<file path="src/sv/deq_pkg.sv">
// ----------------------------------------------------------------------------
// deq_pkg
// Shared constants, command codes and controller command type for the
// double-ended queue.
// ----------------------------------------------------------------------------
package deq_pkg;

    localparam int DEPTH_DEF      = 1024;
    localparam int DATA_WIDTH_DEF = 32;

    localparam int CMD_W       = 3;
    localparam int OUT_W       = 32;
    localparam int COUNT_OUT_W = 11;
    localparam int FLAG_W      = 3;
    localparam int M_TDATA_W   = 112;

    localparam logic [CMD_W-1:0] CMD_PUSH_FRONT = 3'd0;
    localparam logic [CMD_W-1:0] CMD_PUSH_BACK  = 3'd1;
    localparam logic [CMD_W-1:0] CMD_POP_FRONT  = 3'd2;
    localparam logic [CMD_W-1:0] CMD_POP_BACK   = 3'd3;
    localparam logic [CMD_W-1:0] CMD_QUERY      = 3'd4;

    // Step strobes from the controller to the datapath
    typedef struct packed {
        logic load_in;   // capture the input transaction
        logic exec;      // update pointers, count, write the ring
        logic rd_issue;  // read new front and back from the ring
        logic out_load;  // move the result into the output register
    } deq_cmd_t;

endpackage

</file>
<file path="src/sv/deq_ctrl.sv">
// ----------------------------------------------------------------------------
// deq_ctrl
// Sequencer for one queue command: accept, execute, read back, load result.
// ----------------------------------------------------------------------------
module deq_ctrl (
    input  logic              clk,
    input  logic              rst_n,
    input  logic              s_tvalid,
    output logic              s_tready,
    output logic              m_tvalid,
    input  logic              m_tready,
    output deq_pkg::deq_cmd_t cmd
);

    localparam logic [1:0] ST_IDLE = 2'd0;
    localparam logic [1:0] ST_EXEC = 2'd1;
    localparam logic [1:0] ST_READ = 2'd2;
    localparam logic [1:0] ST_FILL = 2'd3;

    logic [1:0] state_reg;
    logic [1:0] state_next;
    logic       out_valid_reg;
    logic       out_valid_next;

    assign s_tready     = (state_reg == ST_IDLE);
    assign m_tvalid     = out_valid_reg;
    assign cmd.load_in  = s_tvalid && s_tready;
    assign cmd.exec     = (state_reg == ST_EXEC);
    assign cmd.rd_issue = (state_reg == ST_READ);
    assign cmd.out_load = (state_reg == ST_FILL) && (!out_valid_reg || m_tready);

    always_comb
    begin
        state_next = state_reg;
        case (state_reg)
            ST_IDLE:
            begin
                if (cmd.load_in)
                begin
                    state_next = ST_EXEC;
                end
            end
            ST_EXEC: state_next = ST_READ;
            ST_READ: state_next = ST_FILL;
            ST_FILL:
            begin
                // hold until the output register is free
                if (cmd.out_load)
                begin
                    state_next = ST_IDLE;
                end
            end
            default: state_next = ST_IDLE;
        endcase
    end

    always_comb
    begin
        out_valid_next = out_valid_reg;
        if (cmd.out_load)
        begin
            out_valid_next = 1'b1;
        end
        else if (m_tready)
        begin
            out_valid_next = 1'b0;
        end
    end

    always_ff @(posedge clk or negedge rst_n)
    begin
        if (!rst_n)
        begin
            state_reg     <= ST_IDLE;
            out_valid_reg <= 1'b0;
        end
        else
        begin
            state_reg     <= state_next;
            out_valid_reg <= out_valid_next;
        end
    end

endmodule

</file>
<file path="config.mk">
export PLATFORM = sky130hd
export DESIGN_NAME = deq_ctrl
export DESIGN_NICKNAME = d
export VERILOG_FILES = /design/src/sv/deq_pkg.sv /design/src/sv/deq_ctrl.sv
export SDC_FILE = /design/constraint.sdc
export NUM_CORES = 1
export LEC_CHECK = 0
export ABC_AREA = 1
export CORE_AREA = 2 2 39 41
export DETAILED_ROUTE_END_ITERATION = 8
export DIE_AREA = 0 0 41 43
export DONT_BUFFER_PORTS = 1
export GPL_ROUTABILITY_DRIVEN = 0
export PLACE_DENSITY_LB_ADDON = 0.05
export SLEW_MARGIN = 25
export SYNTH_ARGS = -nofsm -noshare
export SYNTH_HDL_FRONTEND = slang
export SYNTH_SLANG_ARGS = --single-unit
export TNS_END_PERCENT = 20
</file>
<file path="constraint.sdc">
create_clock -name clk -period 2.95 [get_ports clk]
set_input_delay 0.4425 -clock clk [delete_from_list [all_inputs] [get_ports clk]]
set_output_delay 0.4425 -clock clk [all_outputs]
set_load 0.01 [all_outputs]
</file>
==> results.tsv, run 1 <==
metric	value	unit
p_leak	0.163	nW
cts-root-buf	clkbuf_4	
die_h	43	um
first_global_vias	190	
area_growth	21.2	%
cts_max_path_buffers	2	
cts_tree	done	
drv_slew	0	
grt_max_degree	5	
seq_area_frac_synth	0.326	
rsz0062_at_grt	no	
path_max_fanout	4	
worst_slew_pin_slew	0.258	ns
fin_worst_hold_slack	0.365	ns
synth_seq_cells	3	
pwr_density_cell	1090	nW/um2
drive_above_1_share	0.206	
min_period_over_period	0.551	
antenna_cells	0	
period_needed	1.63	ns
drt_iter0_drc	4	
grt_pass1_wl	703	um
die_w	41	um
core_area	1380	um2
portBuffers	0	
die_area	1760	um2
peakVddDrop	0.315	mV
clkTransAtPathRegs	0.04	ns
htree_levels	1	
skew	0.00442	ns
synth_nets	38	
crit_family	flip-flops	
reg2reg_slack	1.80	ns
grt_usage	0.0653	
total_power	0.305	mW
grt-ovfl-total	0	
start_util	0.166	
insertion_delay	0.23	ns
antenna_found_initial	0	
synth_cells	30	
ys_types	10	
slowest_stage	dfrtp_1	
via_per_inst	3.66	
cts-resized-gates	0	
max_cap_violations	0	
wl_per_cell	8.84	um
hold_path.class	in2reg	
arrival	1.18	ns
cts_made_buffers	3	
row_count	14	
status	finished, final reports clean	
yosysWarnings	0	
fin_nets	43	
ioPinCount	10	
slowest_delay	0.42	ns
dp.final_hpwl	382	um
wl	442	um
first_pass_iters	2	
cp-end-kind	primary output	
crit_path_frequent_cell	inv_1	
crit_chain	inv_1, ha_1, nand2_1, inv_1	
largest_reg_flops	2	
hold_viol_final	0	
drc_errors	0	
avgSynthCellArea	7.67	um2
max_freq	615	MHz
max_slew_margin	0.828	
vias	183	
netlist_area	230	um2
critical_path_class	reg2out	
cts_sinks	3	
crit_buf_inv	2	
finalSetupTns	0	ns
critical_path_required	2.51	ns
ant_nets	0	
finalSetupViolations	0	
cp-start-kind	flip-flop	
placed cells by master (no fill, tap or decap):
| master | count |
|---|---|
| a21oi_1 | 1 |
| clkbuf_1 | 1 |
| clkbuf_4 | 3 |
| dfrtp_1 | 3 |
| dlygate4sd3_1 | 1 |
| ha_1 | 4 |
| inv_1 | 7 |
| inv_2 | 1 |
| nand2_1 | 8 |
| nand2_2 | 2 |
| nand3_1 | 2 |
| nand3_2 | 1 |
timing repair:
item,in CTS,in global routing
hold buffers,1,0
setup buffers,0,0
endpoints found under the hold margin,3,0
logic make-up after synthesis:
logic type	share of synthesized area
simple gates	0.272
buf+inv	0.163
fa+ha+maj	0.217
flops	0.326
compound gates	0.0217
worst paths after layout:
| kind | startpoint | to | cells after the start |
|---|---|---|---|
| min | m_tready | m_tvalid | 3 |
| min in group asynchronous | rst_n | state_reg[1] | 1 |
| max | state_reg[1] | cmd[3] | 4 |
| max reg2reg | state_reg[0] | state_reg[0] | 6 |
| max in group asynchronous | rst_n | state_reg[0] | 1 |
| min reg2reg | state_reg[0] | state_reg[0] | 2 |
layout make-up:
| class | count | area [um2] |
|---|---|---|
| Fill cell | 165 | 1100 |
| Timing Repair Buffer | 1 | 10.0 |
| Inverter | 8 | 30.0 |
| Tap cell | 16 | 20.0 |
| Multi-Input combinational cell | 18 | 118 |
| Clock buffer | 4 | 26.3 |
| Sequential cell | 3 | 75.1 |
power breakdown:
| part | internal, mW | switching (mW) | total [mW] |
|---|---|---|---|
| clock | 0.0506 | 0.0197 | 0.0703 |
| sequential | 0.0634 | 0.0293 | 0.0927 |
| combinational | 0.0537 | 0.0885 | 0.142 |
| total | 0.168 | 0.138 | 0.305 |
metal layers:
layer	track usage	vias to the layer above	routed length, um
li1	-	94	-
met1	0.0579	83	176
met2	0.0844	6	219
met3	0.0419	0	46
met4	0.0800	0	0
met5	0	-	0
worst register-to-register path, stage by stage, from the launching register on:
cell	delay [ns]
dfrtp_1	0.40
inv_1	0.08
ha_1	0.28
nand2_2	0.12
nand2_2	0.06
nand2_1	0.05
nand2_1	0.04
synth_stat cells, drive strengths merged:
library cell,n,area [um2]
buf,1,7.51
ha,4,50.1
nand3,3,20.0
nand2,10,42.5
a21oi,1,5.00
inv,8,30.0
dfrtp,3,75.1
metrics by stage:
stage	std cells	utilization	setup WS, ns	instance area, um2
after floorplan	30	-	1.63	230
after detailed placement	45	0.175	1.54	243
after global placement	45	0.175	1.55	243
after CTS	50	0.202	1.30	279
after global routing	50	0.202	1.23	279
final	50	0.202	1.32	279
Power figures use the tool's default switching activity.
==> run 2, diff against run 1 <==
==> constraint.sdc (replaced) <==
create_clock -name clk -period 1.46 [get_ports clk]
set_input_delay 0.219 -clock clk [delete_from_list [all_inputs] [get_ports clk]]
set_output_delay 0.219 -clock clk [all_outputs]
set_load 0.01 [all_outputs]
==> run 2 against run 1 <==
Worst setup slack worse by 1.2 ns. Flip-flop and latch count unchanged. Sequential power up 100%. Worst hold slack worse by 0.22 ns. First-iteration DRC count down 50%. Power up 120%. Via count down 2.7%. Clock power up 100%. Critical path type unchanged. Critical endpoint unchanged. Largest power group unchanged.
==> results.tsv, run 2 (synthesis gave the netlist of run 1 again) <==
metric	value	unit	change
period_needed	1.33	ns	
finalSetupViolations	0		unchanged
p_int	0.371	mW	+120%
arrival	1.11	ns	-0.07 ns
final_core_util	0.213		+0.0118
row_count	14		unchanged
antenna_cells	0		unchanged
r2r_cells	6		unchanged
drt_iter0_drc	2		-2
cts_tree	done		
pwr-share-clk	0.213		-0.017
wl_per_cell	9.24	um	+4.5%
grt_usage	0.0633		-0.00201
fin_nets	43		unchanged
ant_nets	0		unchanged
p_sw_frac	0.448		-0.00302
finalSetupTns	0	ns	unchanged
cts-root-buf	clkbuf_4		
cts_max_path_buffers	2		unchanged
max_freq	753	MHz	
cts_made_buffers	3		unchanged
portBuffers	0		unchanged
insertion_delay	0.23	ns	about the same
largest_reg_flops	2		unchanged
htree_levels	1		unchanged
min_from	m_tready		
path_max_fanout	4		unchanged
rsz0062_at_grt	no		
drc_errors	0		unchanged
final_common_cell	nand2_1		
post_cts_buffers	0		unchanged
first_global_vias	204		+7.4%
first_pass_iters	4		+2
pwr_density_cell	2280	nW/um2	+110%
multiInputGateArea	134	um2	+14%
max_slew_margin	0.848		+0.0201
clkTransAtPathRegs	0.04	ns	about the same
status	finished, final reports clean		
cts_sinks	3		unchanged
critical_path_required	1.24	ns	-1.27 ns
drv_slew	0		unchanged
peakVddDrop	0.464	mV	+48%
worst_slew_pin_slew	0.228	ns	-0.0309 ns
grt-ovfl-total	0		unchanged
r2r-end	state_reg[0]		
min_period_over_period	0.909		
wl	462	um	+4.5%
p_switching	0.301	mW	+120%
fillers	160		-3.0%
cp-start-kind	flip-flop		
drive_above_1_share	0.265		+0.0588
hold_path.class	in2reg		
vias	178		-2.7%
crit_path_start	state_reg[0]		
die_w	41	um	unchanged
hold_viol_final	0		unchanged
area_growth	28.3	%	
critical_path_class	reg2out		
p_leak	0.163	nW	about the same
hold_end	m_tvalid		
skew	0.000490	ns	-0.00393 ns
grt_pass1_wl	724	um	+3.0%
mostFrequentLayoutCells	nand2_1 (8), inv_1 (7), ha_1 (3), clkbuf_4 (3), dfrtp_1 (3)		
grt_max_degree	5		unchanged
seqPwrFrac	0.280		-0.024
r2r-start	state_reg[0]		
ff_latch_area	75.1	um2	unchanged
die_h	43	um	unchanged
cp-end-kind	primary output		
die_area	1760	um2	unchanged
start_util	0.166		unchanged
max_cap_violations	0		unchanged
dp.final_hpwl	378	um	-1.2%
min_path_cells	3		unchanged
ioPinCount	10		unchanged
core_area	1380	um2	unchanged
via_per_inst	3.56		-2.7%
reg2reg_slack	0.35	ns	-1.45 ns
p_comb_frac	0.507		+0.041
antenna_found_initial	0		unchanged
==> run 2: per-layer routing <==
| layer | wire length (um) | share of wire | vias to the layer above | track usage |
|---|---|---|---|---|
| met5 | 0 | 0 | - | 0 |
| met4 | 0 | 0 | 0 | 0.0200 |
| met3 | 47 | 0.10 | 0 | 0.0524 |
| met2 | 227 | 0.49 | 8 | 0.100 |
| met1 | 186 | 0.40 | 76 | 0.0579 |
| li1 | - | - | 94 | - |
==> run 2: metrics by stage <==
step           instances  cell area (um2)  setup slack, ns  hold WS (ns)  power [mW]
2_1_floorplan         30              230            0.367       -0.0766       0.435
3_3_place_gp          45              243            0.283       -0.0765       0.487
3_5_place_dp          45              243            0.250       -0.0765       0.488
4_1_cts               50              279          0.00533         0.136       0.642
5_1_grt               50              295           0.0501         0.152       0.751
6_report              50              295            0.133         0.149       0.672
==> run 2: how the worst max path moves through the flow <==
| stage | end | depth (start not counted) |
|---|---|---|
| after floorplan | cmd[3] | 4 |
| after global placement | cmd[3] | 4 |
| after detailed placement | cmd[3] | 4 |
| after CTS | cmd[3] | 4 |
| after global routing | cmd[3] | 4 |
| final | cmd[3] | 4 |
==> run 2: final cells by class <==
cell class	count	area share
timing repair buffer	1	0.0339
sequential	3	0.254
tap	16	0.0678
inverter	8	0.102
clock buffer	4	0.0890
multi-input combinational	18	0.453
==> run 2: repair_timing <==
item / in CTS / in global routing
endpoints found under the setup margin: 0 / 2
gates resized for setup: 0 / 3
endpoints found under the hold margin: 3 / 0
hold buffers: 1 / 0
==> run 2: power groups by stage <==
| stage | logic, mW | clock network [mW] | registers [mW] |
|---|---|---|---|
| after floorplan | 0.263 | 0 | 0.172 |
| after global placement | 0.296 | 0 | 0.191 |
| after detailed placement | 0.296 | 0 | 0.193 |
| after CTS | 0.300 | 0.152 | 0.190 |
| after global routing | 0.392 | 0.159 | 0.200 |
| final | 0.341 | 0.143 | 0.188 |
==> run 2: worst max-delay path: stages, from the launching register on <==
cell and delay, ns:
dfrtp_1 0.41, inv_1 0.13, ha_4 0.19, nand2_1 0.06
inv_1 0.10
==> run 3, diff against run 2 <==
--- a/config.mk
+++ b/config.mk
@@ -12,6 +12,7 @@
 export DONT_BUFFER_PORTS = 1
 export GPL_ROUTABILITY_DRIVEN = 0
 export PLACE_DENSITY_LB_ADDON = 0.05
+export REMOVE_ABC_BUFFERS = 1
 export SLEW_MARGIN = 25
 export SYNTH_ARGS = -nofsm -noshare
 export SYNTH_HDL_FRONTEND = slang
==> run 3 against run 2 <==
Flip-flop and latch count unchanged. Cell count did not move. Register-to-register slack barely moved. Non-clock buffer count unchanged. Clock power about the same. Sequential share of layout area up 1.2 points. Sequential power is 3% lower. Critical endpoint unchanged.
==> results.tsv, run 3 (synthesis gave the netlist of run 1 again) <==
metric	value	unit	change
final_common_cell	nand2_1		
die_w	41	um	unchanged
max_slew_margin	0.833		-0.0157
cts_sinks	3		unchanged
first_pass_iters	2		-2
start_util	0.166		unchanged
vias	177		-0.56%
p_leak	0.161	nW	-0.92%
via_per_inst	3.54		-0.56%
path_max_fanout	4		unchanged
dp.final_hpwl	350	um	-7.3%
grt-ovfl-total	0		unchanged
crit_family	flip-flops		
ff_latch_area	75.1	um2	unchanged
cts-root-buf	clkbuf_4		
max_freq	736	MHz	-2.3%
row_count	14		unchanged
insertion_delay	0.23	ns	about the same
crit_path_frequent_cell	inv_1		
critical_path_required	1.24	ns	about the same
fillers	167		+4.4%
die_area	1760	um2	unchanged
core_area	1380	um2	unchanged
htree_levels	1		unchanged
grt_max_degree	5		unchanged
p_switching	0.280	mW	-7.0%
multiInputGateArea	120	um2	-10%
antenna_found_initial	0		unchanged
area_growth	22.3	%	
wl	428	um	-7.4%
clkTransAtPathRegs	0.04	ns	about the same
wl_per_cell	8.56	um	-7.4%
cp-end-kind	primary output		
p_sw_frac	0.450		+0.00183
min_from	m_tready		
slowest_delay	0.41	ns	about the same
pwr_density_cell	2210	nW/um2	-2.8%
grt_pass1_wl	669	um	-7.6%
skew	0.000752	ns	+0.000262 ns
crit_buf_inv	2		unchanged
antenna_cells	0		unchanged
p_comb_frac	0.474		-0.033
min_period_over_period	0.931		+0.0218
r2r-end	state_reg[1]		
slowest_stage	dfrtp_1		
peakVddDrop	0.567	mV	+22%
status	finished, final reports clean		
hold_path.class	in2reg		
mostFrequentLayoutCells	nand2_1 (8), inv_1 (7), ha_1 (3), clkbuf_4 (3), dfrtp_1 (3)		
first_global_vias	188		-7.8%
post_cts_buffers	0		unchanged
largest_reg_flops	2		unchanged
cts_tree	done		
r2r_cells	5		-1
cts_max_path_buffers	2		unchanged
seqPwrFrac	0.293		+0.013
drive_above_1_share	0.235		-0.0294
hold_viol_final	0		unchanged
finalSetupViolations	0		unchanged
portBuffers	0		unchanged
grt_usage	0.0614		-0.00188
critical_path_class	reg2out		
ioPinCount	10		unchanged
r2r-start	state_reg[0]		
die_h	43	um	unchanged
ant_nets	0		unchanged
cts_made_buffers	3		unchanged
cp-start-kind	flip-flop		
hold_end	m_tvalid		
finalSetupTns	0	ns	unchanged
drc_errors	0		unchanged
rsz0062_at_grt	no		
fin_nets	43		unchanged
arrival	1.14	ns	+0.03 ns
worst_slew_pin_slew	0.252	ns	+0.0244 ns
p_int	0.343	mW	-7.7%
min_path_cells	3		unchanged
pwr-share-clk	0.233		+0.020
crit_chain	inv_1, ha_2, nand2_1, inv_1		
total_power	0.623	mW	-7.4%
max_cap_violations	0		unchanged
reg2reg_slack	0.36	ns	about the same
drt_iter0_drc	5		+3
period_needed	1.36	ns	+0.0318 ns
drv_slew	0		unchanged
-- run 3: changes by cell type in the layout (fill, tap and decap cells not counted) --
| cell | previous run | this run |
|---|---|---|
| a21oi_1 | 0 | 1 |
| a21oi_2 | 1 | 0 |
| ha_2 | 0 | 1 |
| ha_4 | 1 | 0 |
-- run 3: tightest hold or removal path: cells and delay by family --
kind	cells	cell delay, ns
buffers and inverters	1	0.02
AND/OR/NAND/NOR	2	0.08
-- run 3: layout make-up --
type,instances,area share
Timing Repair Buffer,1,0.0356
Sequential cell,3,0.267
Inverter,8,0.107
Multi-Input combinational cell,18,0.427
Clock buffer,4,0.0933
Tap cell,16,0.0711
-- run 3: worst max-delay path by stage --
stage / from / to / slack, ns / cells after the start
floorplan: state_reg[0] / cmd[3] / 0.37 / 4
global placement: state_reg[0] / state_reg[0] / 0.28 / 5
detailed placement: state_reg[0] / cmd[3] / 0.29 / 4
CTS: state_reg[0] / cmd[3] / 0.03 / 4
global route: state_reg[0] / cmd[0] / 0.02 / 3
finish: state_reg[0] / cmd[3] / 0.10 / 4
-- run 3: routing by layer --
layer / part of all wire / up-vias / wire (um) / global-route usage
li1: - / 94 / - / -
met1: 0.38 / 78 / 161 / 0.0583
met2: 0.55 / 5 / 236 / 0.0875
met3: 0.072 / 0 / 31 / 0.0157
met4: 0 / 0 / 0 / 0.0800
met5: 0 / - / 0 / 0
-- run 3: power by group through the flow --
| stage | combinational [mW] | sequential (mW) | clock (mW) |
|---|---|---|---|
| 2_1_floorplan | 0.247 | 0.172 | 0 |
| 3_3_place_gp | 0.300 | 0.184 | 0 |
| 3_5_place_dp | 0.297 | 0.183 | 0 |
| 4_1_cts | 0.303 | 0.182 | 0.156 |
| 5_1_grt | 0.346 | 0.190 | 0.167 |
| 6_report | 0.295 | 0.182 | 0.145 |
-- run 3: what timing repair did --
item,CTS,global route
hold endpoints to repair,3,0
setup endpoints to repair,0,1
gates resized for setup,0,1
hold buffers,1,0
-- run 3: per-stage QoR --
step | hold WS (ns) | worst slack (ns) | area, um2 | utilization | std cells
after CTS | 0.134 | 0.0303 | 279 | 0.202 | 50
final | 0.143 | 0.101 | 282 | 0.203 | 50
after global routing | 0.166 | 0.0158 | 282 | 0.203 | 50
after floorplan | -0.0766 | 0.367 | 223 | - | 29
after detailed placement | -0.0765 | 0.288 | 243 | 0.175 | 45
after global placement | -0.0765 | 0.284 | 243 | 0.175 | 45
